===== config.mk =====
export PLATFORM = sky130hd
export DESIGN_NAME = bit_field_packer_unpacker_unit
export DESIGN_NICKNAME = d
export VERILOG_FILES = /design/src/bfpu_pkg.sv /design/src/bfpu_plan.sv /design/src/bit_field_packer_unpacker_unit.sv
export VERILOG_INCLUDE_DIRS = /design/src /design/src/src
export SDC_FILE = /design/constraint.sdc
export NUM_CORES = 2
export LEC_CHECK = 0
export ABC_CLOCK_PERIOD_IN_PS = 13750
export BUFFER_PORTS_ARGS = -buffer_cell sky130_fd_sc_hd__buf_2
export CORE_MARGIN = 2
export CORE_UTILIZATION = 38
export CTS_CLUSTER_DIAMETER = 200
export DETAILED_ROUTE_END_ITERATION = 6
export GPL_TIMING_DRIVEN = 0
export PLACE_DENSITY_LB_ADDON = 0.25
export SLEW_MARGIN = 20
export SYNTH_ARGS = -nofsm -noshare
export SYNTH_HDL_FRONTEND = slang
export SYNTH_SLANG_ARGS = --single-unit
export TNS_END_PERCENT = 5

===== constraint.sdc =====
create_clock -name clk -period 13.75 [get_ports clk]
set_input_delay 2.0625 -clock clk [delete_from_list [all_inputs] [get_ports clk]]
set_output_delay 2.0625 -clock clk [all_outputs]
set_load 0.02 [all_outputs]

===== src/bit_field_packer_unpacker_unit_assert.svh =====
// Assertion macros for the bit-field packer and unpacker.
// Included by bit_field_packer_unpacker_unit, which checks its own logic; needs no package.
// With SYNTH defined every macro expands to nothing.
`ifndef BIT_FIELD_PACKER_UNPACKER_UNIT_ASSERT_SVH
`define BIT_FIELD_PACKER_UNPACKER_UNIT_ASSERT_SVH

`ifndef SYNTH

// The consequent must hold in the same cycle as the antecedent.
`define BFPU_ASSERT_IMPLIES(lbl, clk, rstn, ante, cons, msg) \
	lbl: assert property (@(posedge clk) disable iff (!rstn) (ante) |-> (cons)) \
		else $error(msg);

// The consequent must hold in the cycle after the antecedent.
`define BFPU_ASSERT_NEXT(lbl, clk, rstn, ante, cons, msg) \
	lbl: assert property (@(posedge clk) disable iff (!rstn) (ante) |=> (cons)) \
		else $error(msg);

// The condition must never be seen at a clock edge.
`define BFPU_ASSERT_NEVER(lbl, clk, rstn, cond, msg) \
	lbl: assert property (@(posedge clk) disable iff (!rstn) !(cond)) \
		else $error(msg);

`else

`define BFPU_ASSERT_IMPLIES(lbl, clk, rstn, ante, cons, msg)
`define BFPU_ASSERT_NEXT(lbl, clk, rstn, ante, cons, msg)
`define BFPU_ASSERT_NEVER(lbl, clk, rstn, cond, msg)

`endif

`endif


===== src/bfpu_pkg.sv =====
// Shared constants, operation codes and the access plan type of the bit-field
// packer and unpacker. No dependencies.
`default_nettype none

package bfpu_pkg;

	localparam int STORE_BYTES_DEF    = 256;
	localparam int MAX_FIELD_BITS_DEF = 32;

	localparam int VALUE_W = 32;
	localparam int WIDTH_W = 6;
	localparam int POS_W   = 12;
	localparam int BYTE_W  = 8;

	localparam logic [1:0] OP_WRITE  = 2'd0;
	localparam logic [1:0] OP_READ   = 2'd1;
	localparam logic [1:0] OP_REWIND = 2'd2;

	localparam logic STATUS_DONE    = 1'b0;
	localparam logic STATUS_REFUSED = 1'b1;

	// Decisions taken for one item when it is accepted.
	typedef struct packed {
		logic       refused;
		logic       access;
		logic       is_write;
		logic [2:0] tail_shift;
	} plan_t;

endpackage

`default_nettype wire


===== src/bfpu_plan.sv =====
// Access planner: range checks, cursor updates and byte alignment of a field.
// Depends on bfpu_pkg.
`default_nettype none

module bfpu_plan import bfpu_pkg::*; #(
	parameter int STORE_BYTES    = STORE_BYTES_DEF,
	parameter int MAX_FIELD_BITS = MAX_FIELD_BITS_DEF,
	localparam int CAP_BITS = STORE_BYTES * 8,
	localparam int CW       = $clog2(CAP_BITS + 1),
	localparam int AW       = (STORE_BYTES > 1) ? $clog2(STORE_BYTES) : 1,
	localparam int NBMAX    = (MAX_FIELD_BITS + 6) / 8 + 1,
	localparam int NBW      = $clog2(NBMAX + 1),
	localparam int WB       = 8 * NBMAX
) (
	input  wire logic [1:0]         operation,
	input  wire logic [VALUE_W-1:0] field_value,
	input  wire logic [WIDTH_W-1:0] field_width,
	input  wire logic [CW-1:0]      cursor,
	input  wire logic [CW-1:0]      written,
	output plan_t                   plan,
	output logic [AW-1:0]           first_byte,
	output logic [NBW-1:0]          nbytes,
	output logic [WB-1:0]           wbuf,
	output logic [CW-1:0]           next_cursor,
	output logic [CW-1:0]           next_written
);

	localparam int SW = ((CW > WIDTH_W) ? CW : WIDTH_W) + 1;
	localparam int VX = (MAX_FIELD_BITS > VALUE_W) ? MAX_FIELD_BITS : VALUE_W;

	logic                      is_wr, is_rd, too_wide, fit_cur, fit_wr;
	logic [SW-1:0]             cur_x, wr_x, w_x, cur_end, wr_end;
	logic [WIDTH_W:0]          span;
	logic [CW-1:0]             cur_byte;
	logic [VX-1:0]             value_x;
	logic [MAX_FIELD_BITS-1:0] field_mask, field_bits;

	assign is_wr = (operation == OP_WRITE);
	assign is_rd = (operation == OP_READ);

	assign cur_x   = SW'(cursor);
	assign wr_x    = SW'(written);
	assign w_x     = SW'(field_width);
	assign cur_end = cur_x + w_x;
	assign wr_end  = wr_x + w_x;

	assign too_wide = w_x > SW'(MAX_FIELD_BITS);
	assign fit_cur  = cur_end <= SW'(CAP_BITS);
	assign fit_wr   = wr_end <= SW'(CAP_BITS);

	assign plan.refused  = (is_wr || is_rd) && (too_wide || !fit_cur || (is_wr && !fit_wr));
	assign plan.access   = (is_wr || is_rd) && !plan.refused && (field_width != '0);
	assign plan.is_write = is_wr;

	// Bit offset of the last bit of the field, counted from the first byte.
	assign span = (WIDTH_W + 1)'(cursor[2:0]) + (WIDTH_W + 1)'(field_width)
		- (WIDTH_W + 1)'(1);
	assign plan.tail_shift = ~span[2:0];
	assign nbytes          = NBW'(span[WIDTH_W:3] + 4'd1);

	assign cur_byte   = cursor >> 3;
	assign first_byte = cur_byte[AW-1:0];

	// The field, right-aligned to the end of its last byte.
	assign value_x    = VX'(field_value);
	assign field_mask = ~({MAX_FIELD_BITS{1'b1}} << field_width);
	assign field_bits = value_x[MAX_FIELD_BITS-1:0] & field_mask;
	assign wbuf       = WB'(field_bits) << plan.tail_shift;

	always_comb begin
		next_cursor  = cursor;
		next_written = written;
		if (operation == OP_REWIND) begin
			next_cursor = '0;
		end else if (plan.access) begin
			next_cursor = CW'(cur_end);
			if (is_wr) begin
				next_written = CW'(wr_end);
			end
		end
	end

endmodule

`default_nettype wire


===== src/bit_field_packer_unpacker_unit.sv =====
// Bit-field packer and unpacker: writes fields of 1 to MAX_FIELD_BITS bits
// most significant bit first into a byte store at a bit cursor, and reads them
// back the same way. Operations are write (OR the field into the store and
// advance the cursor and the written total), read (extract the field at the
// cursor and advance the cursor) and rewind (cursor back to zero). An access
// that would take the cursor, or for a write the written total, past the end
// of the store, or one wider than MAX_FIELD_BITS, is refused with status 1
// and changes nothing. Every input transfer yields exactly one result
// transfer. After reset the store is cleared by a pass over all STORE_BYTES
// bytes, one byte a cycle, during which no input is taken. Items are handled
// one at a time: an access keeps the block busy while each byte it spans goes
// through the single read port of the store and is written back in the cycle
// after it is read; rewinds, zero-width, refused and unused operations skip
// the store. A finished result waits in an output register, so the next item is
// taken while it is still unclaimed. A 32-bit field spans at most five bytes.
`default_nettype none

`include "bit_field_packer_unpacker_unit_assert.svh"

module bit_field_packer_unpacker_unit import bfpu_pkg::*; #(
	parameter int STORE_BYTES    = STORE_BYTES_DEF,
	parameter int MAX_FIELD_BITS = MAX_FIELD_BITS_DEF
) (
	input  wire logic               clk,
	input  wire logic               arst_n,
	input  wire logic               item_valid,
	output logic                    item_stall,
	input  wire logic [1:0]         operation,
	input  wire logic [VALUE_W-1:0] field_value,
	input  wire logic [WIDTH_W-1:0] field_width,
	output logic                    result_valid,
	input  wire logic               result_stall,
	output logic [VALUE_W-1:0]      read_data,
	output logic                    status,
	output logic [POS_W-1:0]        cursor_position,
	output logic [POS_W-1:0]        written_total
);

	localparam int CAP_BITS = STORE_BYTES * 8;
	localparam int CW       = $clog2(CAP_BITS + 1);
	localparam int AW       = (STORE_BYTES > 1) ? $clog2(STORE_BYTES) : 1;
	localparam int NBMAX    = (MAX_FIELD_BITS + 6) / 8 + 1;
	localparam int NBW      = $clog2(NBMAX + 1);
	localparam int IXW      = (NBMAX > 1) ? $clog2(NBMAX) : 1;
	localparam int WB       = 8 * NBMAX;
	localparam int DW       = (WB > VALUE_W) ? WB : VALUE_W;
	localparam int XW       = (CW > POS_W) ? CW : POS_W;

	typedef enum logic [1:0] {
		ST_CLEAR,
		ST_IDLE,
		ST_ACCESS,
		ST_FINISH
	} state_t;

	state_t state_q;

	// Architectural state held in flip-flops.
	logic [CW-1:0]  cursor_q, written_q;
	logic [AW-1:0]  clr_addr_q;

	// Item in progress.
	logic             status_q, is_write_q, v_s1;
	logic [2:0]       tail_q;
	logic [WIDTH_W-1:0] width_q;
	logic [NBW-1:0]   left_q;
	logic [AW-1:0]    rd_addr_q, addr_s1;
	logic [IXW-1:0]   idx_s1;
	logic [BYTE_W-1:0] wbuf_q [NBMAX];
	logic [WB-1:0]    win_q;
	logic [BYTE_W-1:0] rdata_s1;

	// Result register.
	logic               res_valid_q, res_status_q;
	logic [VALUE_W-1:0] res_data_q;
	logic [POS_W-1:0]   res_cursor_q, res_written_q;

	// The byte store.
	logic [BYTE_W-1:0] store_mem [STORE_BYTES];
	logic              mem_we;
	logic [AW-1:0]     mem_wa;
	logic [BYTE_W-1:0] mem_wd;

	plan_t          plan;
	logic [AW-1:0]  plan_first;
	logic [NBW-1:0] plan_nbytes;
	logic [WB-1:0]  plan_wbuf;
	logic [CW-1:0]  plan_cursor, plan_written;

	logic           in_xfer, issue, res_load;
	logic [WB-1:0]  read_mask, read_bits;
	logic [DW-1:0]  read_x;
	logic [XW-1:0]  cursor_x, written_x;

	bfpu_plan #(
		.STORE_BYTES   (STORE_BYTES),
		.MAX_FIELD_BITS(MAX_FIELD_BITS)
	) u_plan (
		.operation   (operation),
		.field_value (field_value),
		.field_width (field_width),
		.cursor      (cursor_q),
		.written     (written_q),
		.plan        (plan),
		.first_byte  (plan_first),
		.nbytes      (plan_nbytes),
		.wbuf        (plan_wbuf),
		.next_cursor (plan_cursor),
		.next_written(plan_written)
	);

	assign item_stall = (state_q != ST_IDLE);
	assign in_xfer    = item_valid && !item_stall;
	assign issue      = (state_q == ST_ACCESS) && (left_q != '0);
	assign res_load   = (state_q == ST_FINISH) && !(res_valid_q && result_stall);

	// The field lies in the low bytes of the window, ending tail_q bits above
	// bit zero. Writes and refused reads leave the window at zero.
	assign read_mask = ~({WB{1'b1}} << width_q);
	assign read_bits = (win_q >> tail_q) & read_mask;
	assign read_x    = DW'(read_bits);
	assign cursor_x  = XW'(cursor_q);
	assign written_x = XW'(written_q);

	// Write port: the clearing pass after reset, else the merge of a fetched
	// byte with its part of the field.
	always_comb begin
		mem_we = 1'b0;
		mem_wa = addr_s1;
		mem_wd = rdata_s1 | wbuf_q[idx_s1];
		if (state_q == ST_CLEAR) begin
			mem_we = 1'b1;
			mem_wa = clr_addr_q;
			mem_wd = '0;
		end else if (v_s1 && is_write_q) begin
			mem_we = 1'b1;
		end
	end

	always_ff @(posedge clk) begin
		if (mem_we) begin
			store_mem[mem_wa] <= mem_wd;
		end
		rdata_s1 <= store_mem[rd_addr_q];
	end

	// Control state and registered outputs.
	always_ff @(posedge clk or negedge arst_n) begin
		if (!arst_n) begin
			state_q       <= ST_CLEAR;
			clr_addr_q    <= '0;
			cursor_q      <= '0;
			written_q     <= '0;
			left_q        <= '0;
			v_s1          <= 1'b0;
			status_q      <= STATUS_DONE;
			is_write_q    <= 1'b0;
			res_valid_q   <= 1'b0;
			res_status_q  <= STATUS_DONE;
			res_data_q    <= '0;
			res_cursor_q  <= '0;
			res_written_q <= '0;
		end else begin
			v_s1 <= issue;
			if (res_valid_q && !result_stall && !res_load) begin
				res_valid_q <= 1'b0;
			end
			case (state_q)
				ST_CLEAR: begin
					clr_addr_q <= clr_addr_q + AW'(1);
					if (clr_addr_q == AW'(STORE_BYTES - 1)) begin
						state_q <= ST_IDLE;
					end
				end
				ST_IDLE: begin
					if (in_xfer) begin
						cursor_q   <= plan_cursor;
						written_q  <= plan_written;
						status_q   <= plan.refused ? STATUS_REFUSED : STATUS_DONE;
						is_write_q <= plan.is_write;
						left_q     <= plan.access ? plan_nbytes : '0;
						state_q    <= plan.access ? ST_ACCESS : ST_FINISH;
					end
				end
				ST_ACCESS: begin
					if (issue) begin
						left_q <= left_q - NBW'(1);
					end
					// The last byte is merged or captured in this cycle.
					if ((left_q == '0) && v_s1) begin
						state_q <= ST_FINISH;
					end
				end
				ST_FINISH: begin
					if (res_load) begin
						res_valid_q   <= 1'b1;
						res_status_q  <= status_q;
						res_data_q    <= read_x[VALUE_W-1:0];
						res_cursor_q  <= cursor_x[POS_W-1:0];
						res_written_q <= written_x[POS_W-1:0];
						state_q       <= ST_IDLE;
					end
				end
				default: begin
					state_q <= ST_IDLE;
				end
			endcase
		end
	end

	// Datapath registers of the item in progress.
	always_ff @(posedge clk) begin
		if (in_xfer) begin
			rd_addr_q <= plan_first;
			tail_q    <= plan.tail_shift;
			width_q   <= field_width;
			win_q     <= '0;
			for (int k = 0; k < NBMAX; k++) begin
				wbuf_q[k] <= plan_wbuf[8 * k +: 8];
			end
		end else begin
			if (issue) begin
				rd_addr_q <= rd_addr_q + AW'(1);
				addr_s1   <= rd_addr_q;
				idx_s1    <= IXW'(left_q - NBW'(1));
			end
			if (v_s1 && !is_write_q) begin
				win_q <= (win_q << 8) | WB'(rdata_s1);
			end
		end
	end

	assign result_valid    = res_valid_q;
	assign read_data       = res_data_q;
	assign status          = res_status_q;
	assign cursor_position = res_cursor_q;
	assign written_total   = res_written_q;

	`BFPU_ASSERT_NEVER(a_cursor_in_store, clk, arst_n, cursor_q > CW'(CAP_BITS), "cursor beyond store end")
	`BFPU_ASSERT_NEVER(a_written_in_store, clk, arst_n, written_q > CW'(CAP_BITS), "written total beyond store end")
	`BFPU_ASSERT_IMPLIES(a_fetch_in_access, clk, arst_n, v_s1, state_q == ST_ACCESS, "fetched byte outside an access")
	`BFPU_ASSERT_NEXT(a_written_grows, clk, arst_n, state_q != ST_CLEAR, written_q >= $past(written_q), "written total decreased")
	`BFPU_ASSERT_NEXT(a_result_loaded, clk, arst_n, res_load, res_valid_q && state_q == ST_IDLE, "result not loaded on finish")

endmodule

`default_nettype wire


* Word-level counts from Yosys, hierarchy flattened
Memories as Yosys holds them, arrays and structs flattened. A register that Yosys moved wholly into a read port is not among the register bits.
Index checks and enable logic that the tools add are counted.
** Cells by class
- Add/subtract/negate cells :: 8
- Order comparisons :: 3
- Eq/ne operators :: 12
- Shift-type cells :: 4
- Mux-type cells :: 27
- Bitwise gates (word level) :: 9
- Reduce and logical (&&, ||, !) cells :: 39
** Operator list (number)
- 32-bit AND :: 2
- 32-bit NOT :: 2
- 40-bit by 8-bit OR with 40-bit output :: 1
- 32-bit by 3-bit << shifter with 40-bit output :: 1
- 40-bit by 6-bit << shifter with 32-bit output (first input constant) :: 1
- 40-bit by 3-bit right shift with 32-bit output :: 1
- 8-bit 2-to-1 mux :: 4
- 32-bit by 6-bit << shifter with 32-bit output (first input constant) :: 1
- 12-bit by 6-bit adder with 13-bit output :: 2
- 13-bit by 12-bit <= comparator with 1-bit output (second input constant) :: 2
- 12-bit 2-to-1 mux :: 2
- 8-bit by 1-bit adder with 8-bit output (second input constant) :: 2
- 1-bit logical AND :: 13
- 3-bit 2-to-1 mux :: 4
- 1-bit 2-to-1 mux :: 11
- 8-bit equality test (second input constant) :: 1
- 1-bit zero test :: 8
- 2-bit 2-to-1 mux :: 4
- 8-bit OR :: 1
- 2-bit case mux with 4 select lines :: 1
- 3-bit by 6-bit adder with 6-bit output :: 1
- 2-bit equality test (second input constant) :: 3
- 6-bit greater-than comparator (second input constant) :: 1
- 2-bit by 1-bit != test with 1-bit output (second input constant) :: 3
- 18 further kinds :: 30
** Word-level totals
- Flip-flop bits (word level) :: 166
- RAM bits :: 2088
- Input port bits :: 44
- Output and inout bits :: 59
- Word-level logic and storage cells :: 123
- Memories :: 2
** Memories
- store_mem :: words 256, width 8, read ports 1, clocked after Yosys merged registers in 1, write ports 1, line bit_field_packer_unpacker_unit.sv:79 : logic [BYTE_W-1:0] store_mem [STORE_BYTES];
- wbuf_q :: words 5, width 8, read ports 1, clocked after Yosys merged registers in 1, write ports 5, line bit_field_packer_unpacker_unit.sv:69 : logic [BYTE_W-1:0] wbuf_q [NBMAX];

* Depth between registers and ports, before layout
- Depth in word-level cells :: 12
- Mapped depth :: 14
- Depth with buffers taken out :: 13

* Modules after synthesis
A second synthesis with hierarchy kept.
** Second synthesis, totals
- Cells, all modules :: 4981
- Area, all modules :: 91946.9 µm²
** Modules (own cells, without submodules)
- bit_field_packer_unpacker_unit :: times used 1, cells an instance 4508, area an instance 88845.2 µm², seq. area each 66994.3 µm²
- bfpu_plan :: times used 1, cells an instance 473, area an instance 3101.7 µm², seq. area each 0.0 µm²

* Worst setup path before layout
OpenSTA, ideal clock, no wires.
- Path type :: flip-flop to flip-flop
- Start point :: register state_q[0]
- End point :: memory store_mem[0][0], data pin
- Library setup time :: 1.731 ns
- Arrival time :: 8.396 ns
- Required time :: 12.019 ns
- Path slack :: 3.623 ns
- Cell stages (with the launch flop) :: 7
- Buffers on the path :: 3
- Cell sequence :: dfrtp_1 > inv_1 > ha_1 > buf_1 > buf_1 > buf_1 > a31oi_1
** Between the ends
- Word-level cells in the longest chain between the ends :: 2
** RTL lines
- start, declared :: line bit_field_packer_unpacker_unit.sv:56 : state_t state_q;
- start signal, assigned :: line bit_field_packer_unpacker_unit.sv:182 : state_q <= plan.access ? ST_ACCESS : ST_FINISH;
- 2-bit zero test :: line bit_field_packer_unpacker_unit.sv:131 : if (state_q == ST_CLEAR) begin
- 8-bit 2-to-1 mux :: line bit_field_packer_unpacker_unit.sv:131
- net mem_wd[0] :: line bit_field_packer_unpacker_unit.sv:82 : logic [BYTE_W-1:0] mem_wd;
- end, declared :: line bit_field_packer_unpacker_unit.sv:79
The timed path passes the listed nets, and every way through them passes these cells.

==> impl_metrics.toml <==
[worst_setup_path]
criticalPathCategory = "register to register"
crit_start = "rd_addr_q[1]"
crit_path_top_delay_cell = "clkbuf_1"
rr_endpoint = "rdata_s1[4]"
cp.arrival_ns = 6.26
cp.required_ns = 14.46
ff2ff_path_depth = 11
worst_setup_path_end_kind = "register"
crit_chain = "clkbuf_2, clkbuf_2, buf_16, buf_1, clkbuf_1, mux4_2, mux4_2, mux2i_1, a21oi_1, a22oi_1, nand2_1"
reg2reg_slack_ns = 8.20
slowest_delay_ns = 0.94
timing.rr.start = "rd_addr_q[1]"
critPathMaxFanout = 10
startpoint_type = "register"

[clocking]
path_clk_slew_ns = 0.06
cts_setup_buffers = 0
numCtsBuffers = 228
clock_latency_ns = 0.89
cts_root_buffer = "clkbuf_16"
htreeDepth = 4
cts_resized = 0
tritoncts = "built"
cts_sinks = 2263
hold_buffers = 0
clockBufferDepth = 3

[synth]
ys_async_sr_fraction_pct = 4.33
synth_ff_type = "edfxtp_1"
synth_cells = 4530
yosys_warnings = 0
yosysMostFrequentCell = "edfxtp_1"
synth.top_cell.area_share_pct = 69.7
synth_fp_nets = 4609
ys_seq_area_share_pct = 73.5
synth_commonest_cells = "edfxtp_1, mux4_2, nor2_1"
yosysTopAreaCell = "edfxtp_1"
syn_avg_cell_area_um2 = 20.1
syn-cell-area_um2 = 91100
synth_edf_count = 2115
ys_types = 75
ys_ff_latch = 2263
synthTopCellsByArea = "edfxtp_1, mux4_2, dfrtp_1"

[global_routing]
globalRouteMet3Util_pct = 4.64
global_route.usage.met2_pct = 35.7
gr-total-overflow = 0
grt_pass1_wl_um = 386000
top_usage_layer = "met2"
grt_antenna_before_repair = 10
grt_max_degree = 54
grt.total_usage_pct = 22.9
grt_pass1_vias = 47600
met1_usage_pct = 31.9

[cells_and_area]
nFillCells = 20200
drive_above_1_share_pct = 27.7
nets = 5061
fin_util_pct = 44.7
synthToLayoutAreaGrowth_pct = 16.8

[sta]
fin_crit_sh_pct = 40.4
hold_violations = 0
rsz0062_at_grt = "no"
fin_worst_skew_ns = 0.0594
tightest_slew_ns = 1.25
slew_violations = 0
finalCriticalPeriod_ns = 5.55
tns_ns = 0
relSlewSlack_pct = 16.4
fmax_mhz = 180
setup_violations = 0

[pwr]
power.density_nw_per_um2 = 129
p_leak_nw = 29.2
vdd_ir_drop_max_mv = 0.141

[floorplanning]
core_area_um2 = 238000
die_width_um = 494
start_util_pct = 38.3
die_y_um = 494
dieArea_um2 = 244000
rows = 179
num_io_pins = 103

[drt]
firstDrtPassIters = 7
dr.first_iter.drc_count = 6366
vias = 48800
drc = 0
vias_per_cell = 5.85
wl_per_cell_um = 33.7
ant_nets = 0
wl_um = 281000

[outcome]
status = "finished clean"

[place]
gp_congestion = 0.894
portBuffers = 102
post-dp-hpwl_um = 198000

[job]
maxCapViolCount = 0

[worst_hold_path]
whs_path_depth = 2
min-delay-start = "idx_s1[2]"
hp-class = "register to register"
-- cells by family after synthesis --
| logic type | share of synthesized area (%) |
|---|---|
| fa+ha+maj | 0.505 |
| simple gates | 3.20 |
| buf+inv | 1.45 |
| mux | 18.8 |
| xor+xnor | 0.288 |
| flops | 73.5 |
| compound gates | 2.32 |
-- layer usage --
metal / up-vias / wire (um)
li1: 19500 / -
met1: 26200 / 113000
met2: 2626 / 131000
met3: 440 / 25600
met4: 8 / 11100
met5: - / 111
-- layout make-up --
cell class	count	area (um2)	area share, %
buffer	275	1220	1.15
clock buffer	284	6010	5.65
clock inverter	136	1440	1.36
multi-input combinational	1939	23000	21.6
timing repair buffer	222	3580	3.37
sequential	2263	67000	62.9
antenna	6	15.0	0.0141
inverter	53	199	0.187
tap	3167	3960	3.72
-- worst max-delay path, delay by kind of cell, from the launching register on --
family	cells	cell delay, ns
AO/OA/AOI/OAI	2	0.45
AND/OR/NAND/NOR	1	0.14
buffers and inverters	5	2.98
flip-flops	1	0.42
multiplexers	3	1.33
-- through the flow --
| stage | power, W | area, um2 | setup slack [ns] | hold slack [ns] | cells |
|---|---|---|---|---|---|
| after detailed placement | 0.00769 | 98900 | 7.38 | 0.445 | 7918 |
| after floorplan | 0.00764 | 91100 | 3.62 | 0.418 | 4530 |
| after global placement | 0.00769 | 95600 | -6.99 | 0.438 | 7799 |
| after global routing | 0.0141 | 106000 | 7.99 | 0.471 | 8340 |
| final | 0.0137 | 106000 | 8.20 | 0.451 | 8345 |
| after CTS | 0.0138 | 106000 | 8.22 | 0.459 | 8338 |
-- worst max-delay path by stage --
stage / slack, ns / end / cells past startpoint
finish: 8.20 / rdata_s1[4] / 11
floorplan: 3.62 / store_mem[0][0] / 6
global route: 7.99 / written_q[8] / 14
global placement: -6.99 / store_mem[126][5] / 3
CTS: 8.22 / rdata_s1[4] / 11
detailed placement: 7.38 / written_q[3] / 13
-- sequential cells by signal, indices dropped and copies added (netlist names), 6 cells and up, named ones only --
name / cells
addr_s1: 8
clr_addr_q: 8
cursor_position: 12
cursor_q: 12
rd_addr_q: 8
rdata_s1: 8
read_data: 32
store_mem: 2048
wbuf_q: 39
width_q: 6
win_q: 39
written_q: 12
written_total: 12
-- power breakdown --
| part | switching, W | leakage, nW | internal, W |
|---|---|---|---|
| Clock | 0.00272 | 3.60 | 0.00347 |
| Sequential | 0 | 16.5 | 0.00742 |
| Combinational | 0.0000841 | 9.15 | 0.0000419 |
-- placed cells by master (no fill, tap or decap), types with 8 or more instances in the layout --
cell type	n
a211oi_1	11
a21o_1	12
a21oi_1	89
a22o_1	8
a22oi_1	13
and3_1	13
buf_1	18
buf_12	14
buf_16	97
buf_2	175
bufinv_16	19
clkbuf_1	165
clkbuf_16	231
clkbuf_2	65
clkinv_1	54
clkinv_16	11
clkinv_2	38
clkinvlp_4	8
dfrtp_1	98
dfxtp_1	50
edfxtp_1	2115
ha_1	32
inv_1	48
mux2_2	34
mux2i_1	139
mux4_2	680
nand2_1	246
nand2b_1	13
nand3_1	32
nor2_1	313
nor2b_1	9
nor3_1	19
o211ai_1	12
o21ai_0	77
o22ai_1	9
o31ai_1	18
xnor2_1	18
xor2_1	12
No activity file was read; power rests on OpenSTA's default activity.
